File: config.mk
export PLATFORM = sky130hd
export DESIGN_NAME = circular_deque
export DESIGN_NICKNAME = d
export VERILOG_FILES = /design/src/hdl/cdq_pkg.sv /design/src/hdl/circular_deque.sv /design/src/hdl/cdq_ram.sv
export SDC_FILE = /design/constraint.sdc
export NUM_CORES = 1
export LEC_CHECK = 0
export BUFFER_PORTS_ARGS = -buffer_cell sky130_fd_sc_hd__buf_4
export CAP_MARGIN = 20
export CORE_ASPECT_RATIO = 0.6
export CORE_MARGIN = 5
export CORE_UTILIZATION = 50
export CTS_CLUSTER_SIZE = 40
export DETAILED_ROUTE_END_ITERATION = 10
export PLACE_DENSITY = 0.75
export SLEW_MARGIN = 40
export SYNTH_ARGS = -nofsm -noshare
export SYNTH_HDL_FRONTEND = slang
export SYNTH_SLANG_ARGS = --single-unit
File: constraint.sdc
create_clock -name clock -period 6.8 [get_ports clock]
set_input_delay 0.68 -clock clock [delete_from_list [all_inputs] [get_ports clock]]
set_output_delay 0.68 -clock clock [all_outputs]
set_load 0.05 [all_outputs]
File: src/hdl/cdq_pkg.sv
package cdq_pkg;

   localparam int DEPTH_DEFAULT = 16;

   localparam int DATA_W = 32;
   localparam int CAP_W  = 5;
   localparam int FUNC_W = 3;

   localparam logic [CAP_W-1:0] CAP_RESET = 5'd16;

   localparam logic [DATA_W-1:0] EMPTY_VALUE = 32'hFFFF_FFFF;

   // request codes
   localparam logic [FUNC_W-1:0] FUNC_PUSH_FRONT = 3'd0;
   localparam logic [FUNC_W-1:0] FUNC_PUSH_REAR  = 3'd1;
   localparam logic [FUNC_W-1:0] FUNC_POP_FRONT  = 3'd2;
   localparam logic [FUNC_W-1:0] FUNC_POP_REAR   = 3'd3;
   localparam logic [FUNC_W-1:0] FUNC_QUERY      = 3'd4;

   // register file
   localparam int CSR_ADDR_W = 3;
   localparam int CSR_DATA_W = 32;
   localparam logic [CSR_ADDR_W-3:0] REG_CAPACITY = 1'b0;

   // status carried alongside the ram read
   typedef struct packed {
      logic             ok;
      logic [CAP_W-1:0] held;
      logic             full;
      logic             head_fwd;
      logic             tail_fwd;
   } stage_type;

endpackage

File: src/hdl/circular_deque.sv
// a result passes the read stage and then the result register on its way to rsp
// throughput: one request per cycle unless rsp stalls; the pointer and count
//   registers and ram write port are read, modified and written per request
// reset: capacity 16, deque empty; the slot ram is not cleared and needs no
//   clearing pass, as an entry is read only after a push has written it
module circular_deque #(
   parameter int DEPTH = cdq_pkg::DEPTH_DEFAULT
) (
   input  logic                                clock,
   input  logic                                reset,
   input  logic                                req_valid,
   output logic                                req_ready,
   input  logic [cdq_pkg::FUNC_W-1:0]          req_func,
   input  logic signed [cdq_pkg::DATA_W-1:0]   req_value,
   output logic                                rsp_valid,
   input  logic                                rsp_ready,
   output logic                                rsp_ok,
   output logic [cdq_pkg::CAP_W-1:0]           rsp_count,
   output logic                                rsp_is_empty,
   output logic                                rsp_is_full,
   output logic signed [cdq_pkg::DATA_W-1:0]   rsp_head_value,
   output logic signed [cdq_pkg::DATA_W-1:0]   rsp_tail_value,
   input  logic                                csr_psel,
   input  logic                                csr_penable,
   input  logic                                csr_pwrite,
   input  logic [cdq_pkg::CSR_ADDR_W-1:0]      csr_paddr,
   input  logic [cdq_pkg::CSR_DATA_W-1:0]      csr_pwdata,
   output logic [cdq_pkg::CSR_DATA_W-1:0]      csr_prdata,
   output logic                                csr_pready
);

   localparam int PW = $clog2(DEPTH);
   localparam int CW = cdq_pkg::CAP_W;
   localparam int DW = cdq_pkg::DATA_W;
   localparam int IW = ((PW > CW) ? PW : CW) + 1;

   function automatic logic [CW-1:0] eff_cap(input logic [CW-1:0] cap);
      logic [CW-1:0] res;
      if (cap == '0) begin
         res = CW'(1);
      end else if (IW'(cap) > IW'(DEPTH)) begin
         res = CW'(DEPTH);
      end else begin
         res = cap;
      end
      return res;
   endfunction

   function automatic logic [PW-1:0] ring_inc(input logic [PW-1:0] i,
                                              input logic [CW-1:0] c);
      logic [IW-1:0] nxt;
      nxt = IW'(i) + IW'(1);
      return (nxt >= IW'(c)) ? '0 : PW'(nxt);
   endfunction

   function automatic logic [PW-1:0] ring_dec(input logic [PW-1:0] i,
                                              input logic [CW-1:0] c);
      logic [IW-1:0] cm1;
      cm1 = IW'(c) - IW'(1);
      return (i == '0 || IW'(i) >= IW'(c)) ? PW'(cm1) : i - PW'(1);
   endfunction

   // pointer state
   logic [CW-1:0] capacity_ff;
   logic [PW-1:0] head_ff, head_in;
   logic [PW-1:0] tail_ff, tail_in;
   logic [CW-1:0] held_ff, held_in;
   logic [CW-1:0] eff_cap_w;

   // ram side
   logic          slot_wr;
   logic [PW-1:0] wr_addr;
   logic [PW-1:0] head_rd_addr;
   logic [PW-1:0] tail_rd_addr;
   logic [DW-1:0] head_rd_data;
   logic [DW-1:0] tail_rd_data;

   // stage after the ram read
   logic                 s1_vld_ff, s1_vld_in;
   cdq_pkg::stage_type   s1_ff, s1_in;
   logic [DW-1:0]        s1_push_ff;

   // result register
   logic                 rsp_valid_ff, rsp_valid_in;
   logic                 rsp_ok_ff;
   logic [CW-1:0]        rsp_count_ff;
   logic                 rsp_empty_ff;
   logic                 rsp_full_ff;
   logic [DW-1:0]        rsp_head_ff, rsp_head_in;
   logic [DW-1:0]        rsp_tail_ff, rsp_tail_in;

   logic accept;
   logic out_free;
   logic cfg_wr;
   logic op_ok;

   assign eff_cap_w = eff_cap(capacity_ff);

   assign out_free  = !rsp_valid_ff || rsp_ready;
   assign req_ready = !s1_vld_ff || out_free;
   assign accept    = req_valid && req_ready;

   assign cfg_wr = csr_psel && csr_penable && csr_pwrite &&
                   (csr_paddr[cdq_pkg::CSR_ADDR_W-1:2] == cdq_pkg::REG_CAPACITY);

   assign csr_pready = 1'b1;
   assign csr_prdata = (csr_paddr[cdq_pkg::CSR_ADDR_W-1:2] == cdq_pkg::REG_CAPACITY) ?
                       cdq_pkg::CSR_DATA_W'(capacity_ff) : '0;

   always_comb begin
      head_in = head_ff;
      tail_in = tail_ff;
      held_in = held_ff;
      op_ok   = 1'b0;
      slot_wr = 1'b0;
      wr_addr = head_ff;
      unique case (req_func)
         cdq_pkg::FUNC_PUSH_FRONT: begin
            if (held_ff < eff_cap_w) begin
               slot_wr = 1'b1;
               wr_addr = head_ff;
               head_in = ring_dec(head_ff, eff_cap_w);
               held_in = held_ff + CW'(1);
               op_ok   = 1'b1;
            end
         end
         cdq_pkg::FUNC_PUSH_REAR: begin
            if (held_ff < eff_cap_w) begin
               slot_wr = 1'b1;
               wr_addr = tail_ff;
               tail_in = ring_inc(tail_ff, eff_cap_w);
               held_in = held_ff + CW'(1);
               op_ok   = 1'b1;
            end
         end
         cdq_pkg::FUNC_POP_FRONT: begin
            if (held_ff != '0) begin
               head_in = ring_inc(head_ff, eff_cap_w);
               held_in = held_ff - CW'(1);
               op_ok   = 1'b1;
            end
         end
         cdq_pkg::FUNC_POP_REAR: begin
            if (held_ff != '0) begin
               tail_in = ring_dec(tail_ff, eff_cap_w);
               held_in = held_ff - CW'(1);
               op_ok   = 1'b1;
            end
         end
         cdq_pkg::FUNC_QUERY: begin
            op_ok = 1'b1;
         end
         default: begin
         end
      endcase
   end

   assign head_rd_addr = ring_inc(head_in, eff_cap_w);
   assign tail_rd_addr = ring_dec(tail_in, eff_cap_w);

   // the ram returns old data when read and written at the same address
   always_comb begin
      s1_in.ok       = op_ok;
      s1_in.held     = held_in;
      s1_in.full     = (held_in == eff_cap_w);
      s1_in.head_fwd = slot_wr && (wr_addr == head_rd_addr);
      s1_in.tail_fwd = slot_wr && (wr_addr == tail_rd_addr);
   end

   assign s1_vld_in    = accept ? 1'b1 : (out_free ? 1'b0 : s1_vld_ff);
   assign rsp_valid_in = out_free ? s1_vld_ff : rsp_valid_ff;

   always_comb begin
      if (s1_ff.held == '0) begin
         rsp_head_in = cdq_pkg::EMPTY_VALUE;
         rsp_tail_in = cdq_pkg::EMPTY_VALUE;
      end else begin
         rsp_head_in = s1_ff.head_fwd ? s1_push_ff : head_rd_data;
         rsp_tail_in = s1_ff.tail_fwd ? s1_push_ff : tail_rd_data;
      end
   end

   always_ff @(posedge clock) begin
      if (reset) begin
         capacity_ff  <= cdq_pkg::CAP_RESET;
         head_ff      <= ring_dec('0, eff_cap(cdq_pkg::CAP_RESET));
         tail_ff      <= '0;
         held_ff      <= '0;
         s1_vld_ff    <= 1'b0;
         rsp_valid_ff <= 1'b0;
      end else begin
         if (cfg_wr) begin
            capacity_ff <= csr_pwdata[CW-1:0];
            head_ff     <= ring_dec('0, eff_cap(csr_pwdata[CW-1:0]));
            tail_ff     <= '0;
            held_ff     <= '0;
         end else if (accept) begin
            head_ff <= head_in;
            tail_ff <= tail_in;
            held_ff <= held_in;
         end
         s1_vld_ff    <= s1_vld_in;
         rsp_valid_ff <= rsp_valid_in;
      end
   end

   always_ff @(posedge clock) begin
      if (accept) begin
         s1_ff      <= s1_in;
         s1_push_ff <= req_value;
      end
      if (out_free && s1_vld_ff) begin
         rsp_ok_ff    <= s1_ff.ok;
         rsp_count_ff <= s1_ff.held;
         rsp_empty_ff <= (s1_ff.held == '0);
         rsp_full_ff  <= s1_ff.full;
         rsp_head_ff  <= rsp_head_in;
         rsp_tail_ff  <= rsp_tail_in;
      end
   end

   // two copies of the slots, one read port each for head and tail
   cdq_ram #(
      .WIDTH (DW),
      .DEPTH (DEPTH)
   ) u_head_ram (
      .clock   (clock),
      .wr_en   (accept && slot_wr),
      .wr_addr (wr_addr),
      .wr_data (req_value),
      .rd_en   (accept),
      .rd_addr (head_rd_addr),
      .rd_data (head_rd_data)
   );

   cdq_ram #(
      .WIDTH (DW),
      .DEPTH (DEPTH)
   ) u_tail_ram (
      .clock   (clock),
      .wr_en   (accept && slot_wr),
      .wr_addr (wr_addr),
      .wr_data (req_value),
      .rd_en   (accept),
      .rd_addr (tail_rd_addr),
      .rd_data (tail_rd_data)
   );

   assign rsp_valid      = rsp_valid_ff;
   assign rsp_ok         = rsp_ok_ff;
   assign rsp_count      = rsp_count_ff;
   assign rsp_is_empty   = rsp_empty_ff;
   assign rsp_is_full    = rsp_full_ff;
   assign rsp_head_value = $signed(rsp_head_ff);
   assign rsp_tail_value = $signed(rsp_tail_ff);

`ifndef SYNTHESIS
   a_held_in_cap: assert property (@(posedge clock) disable iff (reset)
      held_ff <= eff_cap_w)
      else $error("element count above capacity");

   a_gaps_in_ring: assert property (@(posedge clock) disable iff (reset)
      (IW'(head_ff) < IW'(eff_cap_w)) && (IW'(tail_ff) < IW'(eff_cap_w)))
      else $error("ring index outside capacity");

   a_push_counts: assert property (@(posedge clock) disable iff (reset)
      (accept && !cfg_wr && held_ff < eff_cap_w &&
       (req_func == cdq_pkg::FUNC_PUSH_FRONT || req_func == cdq_pkg::FUNC_PUSH_REAR))
      |=> held_ff == $past(held_ff) + CW'(1))
      else $error("successful push did not raise the count");

   a_stage_fill: assert property (@(posedge clock) disable iff (reset)
      accept |=> s1_vld_ff)
      else $error("accepted request lost before the read stage");

   a_fwd_nonempty: assert property (@(posedge clock) disable iff (reset)
      (s1_vld_ff && (s1_ff.head_fwd || s1_ff.tail_fwd)) |-> s1_ff.held != '0)
      else $error("forwarded slot with an empty deque");
`endif

endmodule

File: src/hdl/cdq_ram.sv
module cdq_ram #(
   parameter int WIDTH = 32,
   parameter int DEPTH = 16,
   localparam int AW = $clog2(DEPTH)
) (
   input  logic             clock,
   input  logic             wr_en,
   input  logic [AW-1:0]    wr_addr,
   input  logic [WIDTH-1:0] wr_data,
   input  logic             rd_en,
   input  logic [AW-1:0]    rd_addr,
   output logic [WIDTH-1:0] rd_data
);

   logic [WIDTH-1:0] mem_ff [DEPTH];
   logic [WIDTH-1:0] rd_data_ff;

   always_ff @(posedge clock) begin
      if (wr_en) begin
         mem_ff[wr_addr] <= wr_data;
      end
      if (rd_en) begin
         rd_data_ff <= mem_ff[rd_addr];
      end
   end

   assign rd_data = rd_data_ff;

endmodule

==> flow_summary.ini <==
[yosys]
synthArstFlopShare = 0
yosys_warnings = 0
syn_inst = 2619
synth_area_leader_cell = edfxtp_1
synth.area.mux_share = 0.08619
ys_ff_latch = 709
yosysTopAreaCellShare = 0.6205
netlist_top_cells_area = edfxtp_1 (62%), nand2_1 (4.5%), mux2_2 (4.4%)
ys_seq_area_frac = 0.6325
ys.flop_type = edfxtp_1
synth_compound_area_frac = 0.1516
postSynthAreaPerCell_um2 = 12.73
synthXorXnorAreaFrac = 0.006304
synth-simple-area-share = 0.07426
yosysUniqueCellTypes = 73
syn_area_um2 = 33350
synth_fa_ha_area_frac = 0.01613
synth_top_family_by_area = compound AO/OA/AOI/OAI gates
synth_edf_count = 689

[sta]
fin_worst_skew_ns = 0.02343
worst_pin_slew_ns = 0.7844
hold_viol = 0
drv_slew = 0
setup_tns_ns = 0
final.period_utilization = 0.9185
setup_violations = 0
fin_crit_ns = 6.246
rsz0062_at_grt = false
max_freq_mhz = 160.1
relSlewSlack = 0.4758

[clock_network]
cts_hold_buf = 0
cts_root_buf = clkbuf_16
postCtsSetupRepairBufs = 0
cts_tree = done
ctsResizeCount = 0
numCtsBuffers = 67
clkSinkCount = 709
clkSlewWorstSetupHoldPaths_ns = 0.07
clk_latency_ns = 0.62
htreeDepth = 3
ctsLongestPathBuffers = 3

[detailed_routing]
wl_met3_mm = 13.34
wire_per_inst_um = 27.09
num_vias = 24463
highest_layer = met5
postRouteAntennaNets = 0
met1_length_mm = 38.53
drc = 0
wirelength_mm = 99.93
first_pass_iters = 6
dr_wl_met2_mm = 44.90
initialDrtViolationCount = 3755
vias_per_cell = 6.633

[global_route]
grt_usage = 0.2674
grt_pass1_vias = 24074
grt_first_pass_wirelength_mm = 146.8
antenna_found_initial = 2
grt_max_degree = 67
grt_overflow = 0

[power]
vdd_drop_max_v = 0.0002833
power.density_nw_per_um2 = 334.7
p_total_uw = 12820
p_leak_uw = 0.01358

[worst_setup_path]
crit_required_ns = 7.21
cp_top_family = compound AO/OA/AOI/OAI gates
end_kind = flop
cp.buffers_inverters = 3
arrival_ns = 6.65
timing.critical_path.slowest_cell_delay_ns = 0.61
crit_path_max_fanout = 43
cp_slowest_cell = buf_4
start_kind = flop
path_class = reg -> reg
crit_chain = inv_1 -> ha_1 -> ha_1 -> a21boi_0 -> o21a_1 -> o211ai_1 -> nand2_1 -> o21ai_0 -> o21ai_4 -> inv_2 -> ha_1 -> ha_1 -> a21o_1 -> a21o_1 -> a211oi_1 -> or2_2 -> and2_2 -> nand2_2 -> buf_4 -> o22ai_1 -> a211oi_1 -> nor2_1 -> a22oi_1
worst_path_most_repeated_cell = ha_1

[finish]
final_nets = 2860
final_cell_mix = edfxtp_1 (689), nand2_1 (398), a21oi_1 (254)
area_growth_pct = 14.84
n_fill_cell = 5092
mostFrequentLayoutCell = edfxtp_1
drive_above_1_share = 0.1977
final_util = 0.5791

[floorplanning]
core-area_um2 = 66130
dieArea_um2 = 72130
start_util = 0.5043
rows = 73
ios = 184
die_h_um = 210.0
dieWidth_um = 343.4

[hold_path]
hold_class = in -> reg

[placed_design]
port_buffers = 126
place.detailed.hpwl_mm = 58.96
place.gp.congestion = 0.9099

[outcome]
status = finished, final reports clean

[flow_run]
cap_violations = 0
## metal layers
metal  vias up  GRT usage
li1      10351          -
met1     11968     0.3648
met2      1877     0.4111
met3       265    0.07649
met4         2     0.1018
met5         -          0
## report_power, final
part / switching [uW] / internal, uW
clock network: 1620 / 2170
registers: 90.9 / 5140
logic: 2430 / 1370
## synth_stat cells (32+ instances only)
cell type,number
clkbuf_1,129
a32oi_1,36
buf_4,32
a22oi_1,99
mux2i_1,138
nand2_1,404
o22ai_1,100
ha_1,43
nor2_1,89
a211o_1,63
a21oi_1,258
o221a_2,32
edfxtp_1,689
o221ai_1,34
mux2_2,130
a211oi_1,42
## cells by family (layout without fill, tap and decap cells)
kind of cell,Yosys count,in the layout
XOR/XNOR,24,24
AO/OA/AOI/OAI,742,742
flip-flops,709,709
other,2,29
buffers and inverters,238,380
AND/OR/NAND/NOR,591,591
adder cells (fa/ha/maj),43,43
multiplexers,270,270
## worst paths after layout
kind / endpoint / start / cells past startpoint / slack, ns
setup / recovery: u_head_ram.rd_data[4]$_DFFE_PP_ / head_ff[0]$_SDFFE_PP1P_ / 23 / 0.55
hold / removal: s1_vld_ff$_SDFFE_PP0P_ / req_valid / 3 / 0.28
setup reg to reg: u_head_ram.rd_data[4]$_DFFE_PP_ / head_ff[0]$_SDFFE_PP1P_ / 23 / 0.55
hold reg to reg: rsp_ok$_DFFE_PP_ / s1_ff[8]$_DFFE_PP_ / 0 / 0.42
## flip-flops by register name, indices dropped and copies added (netlist names), 4 cells and up
register and count:
tail_ff 4, u_head_ram.rd_data 32, u_head_ram.mem_ff 32, held_ff 5, rsp_count 5, s1_ff 9
u_tail_ram.mem_ff 480, rsp_tail_value 32, s1_push_ff 32, head_ff 4, rsp_head_value 32, u_tail_ram.rd_data 32
capacity_ff 5
## worst register-to-register path, delay by kind of cell (launching register included)
family | cells | cell delay (ns)
buf+inv | 3 | 0.95
simple gates | 5 | 1.10
flops | 1 | 0.59
compound gates | 11 | 2.04
fa+ha+maj | 4 | 1.34
## area by class of cell
type	count	area, um2	share of cell area
Sequential cell	709	21090	0.5507
Multi-Input combinational cell	1698	11530	0.3011
Timing Repair Buffer	241	2288	0.05976
Clock buffer	81	1814	0.04737
Tap cell	900	1126	0.02941
Clock inverter	35	352.8	0.009214
Inverter	23	88.84	0.002320
Antenna cell	1	2.502	0.00006534
## metrics by stage
| step | setup slack [ns] | instance area [um2] | hold slack (ns) | instances |
|---|---|---|---|---|
| 3_5_place_dp | 0.7995 | 36070 | 0.4152 | 3567 |
| 2_1_floorplan | 0.7898 | 33440 | 0.4003 | 2645 |
| 6_report | 0.5541 | 38300 | 0.2776 | 3688 |
| 3_3_place_gp | 0.9721 | 35910 | 0.4106 | 3560 |
| 4_1_cts | 0.7766 | 38240 | 0.2630 | 3683 |
| 5_1_grt | 0.2713 | 38300 | 0.2808 | 3688 |
(Power assumes the default switching activity.)
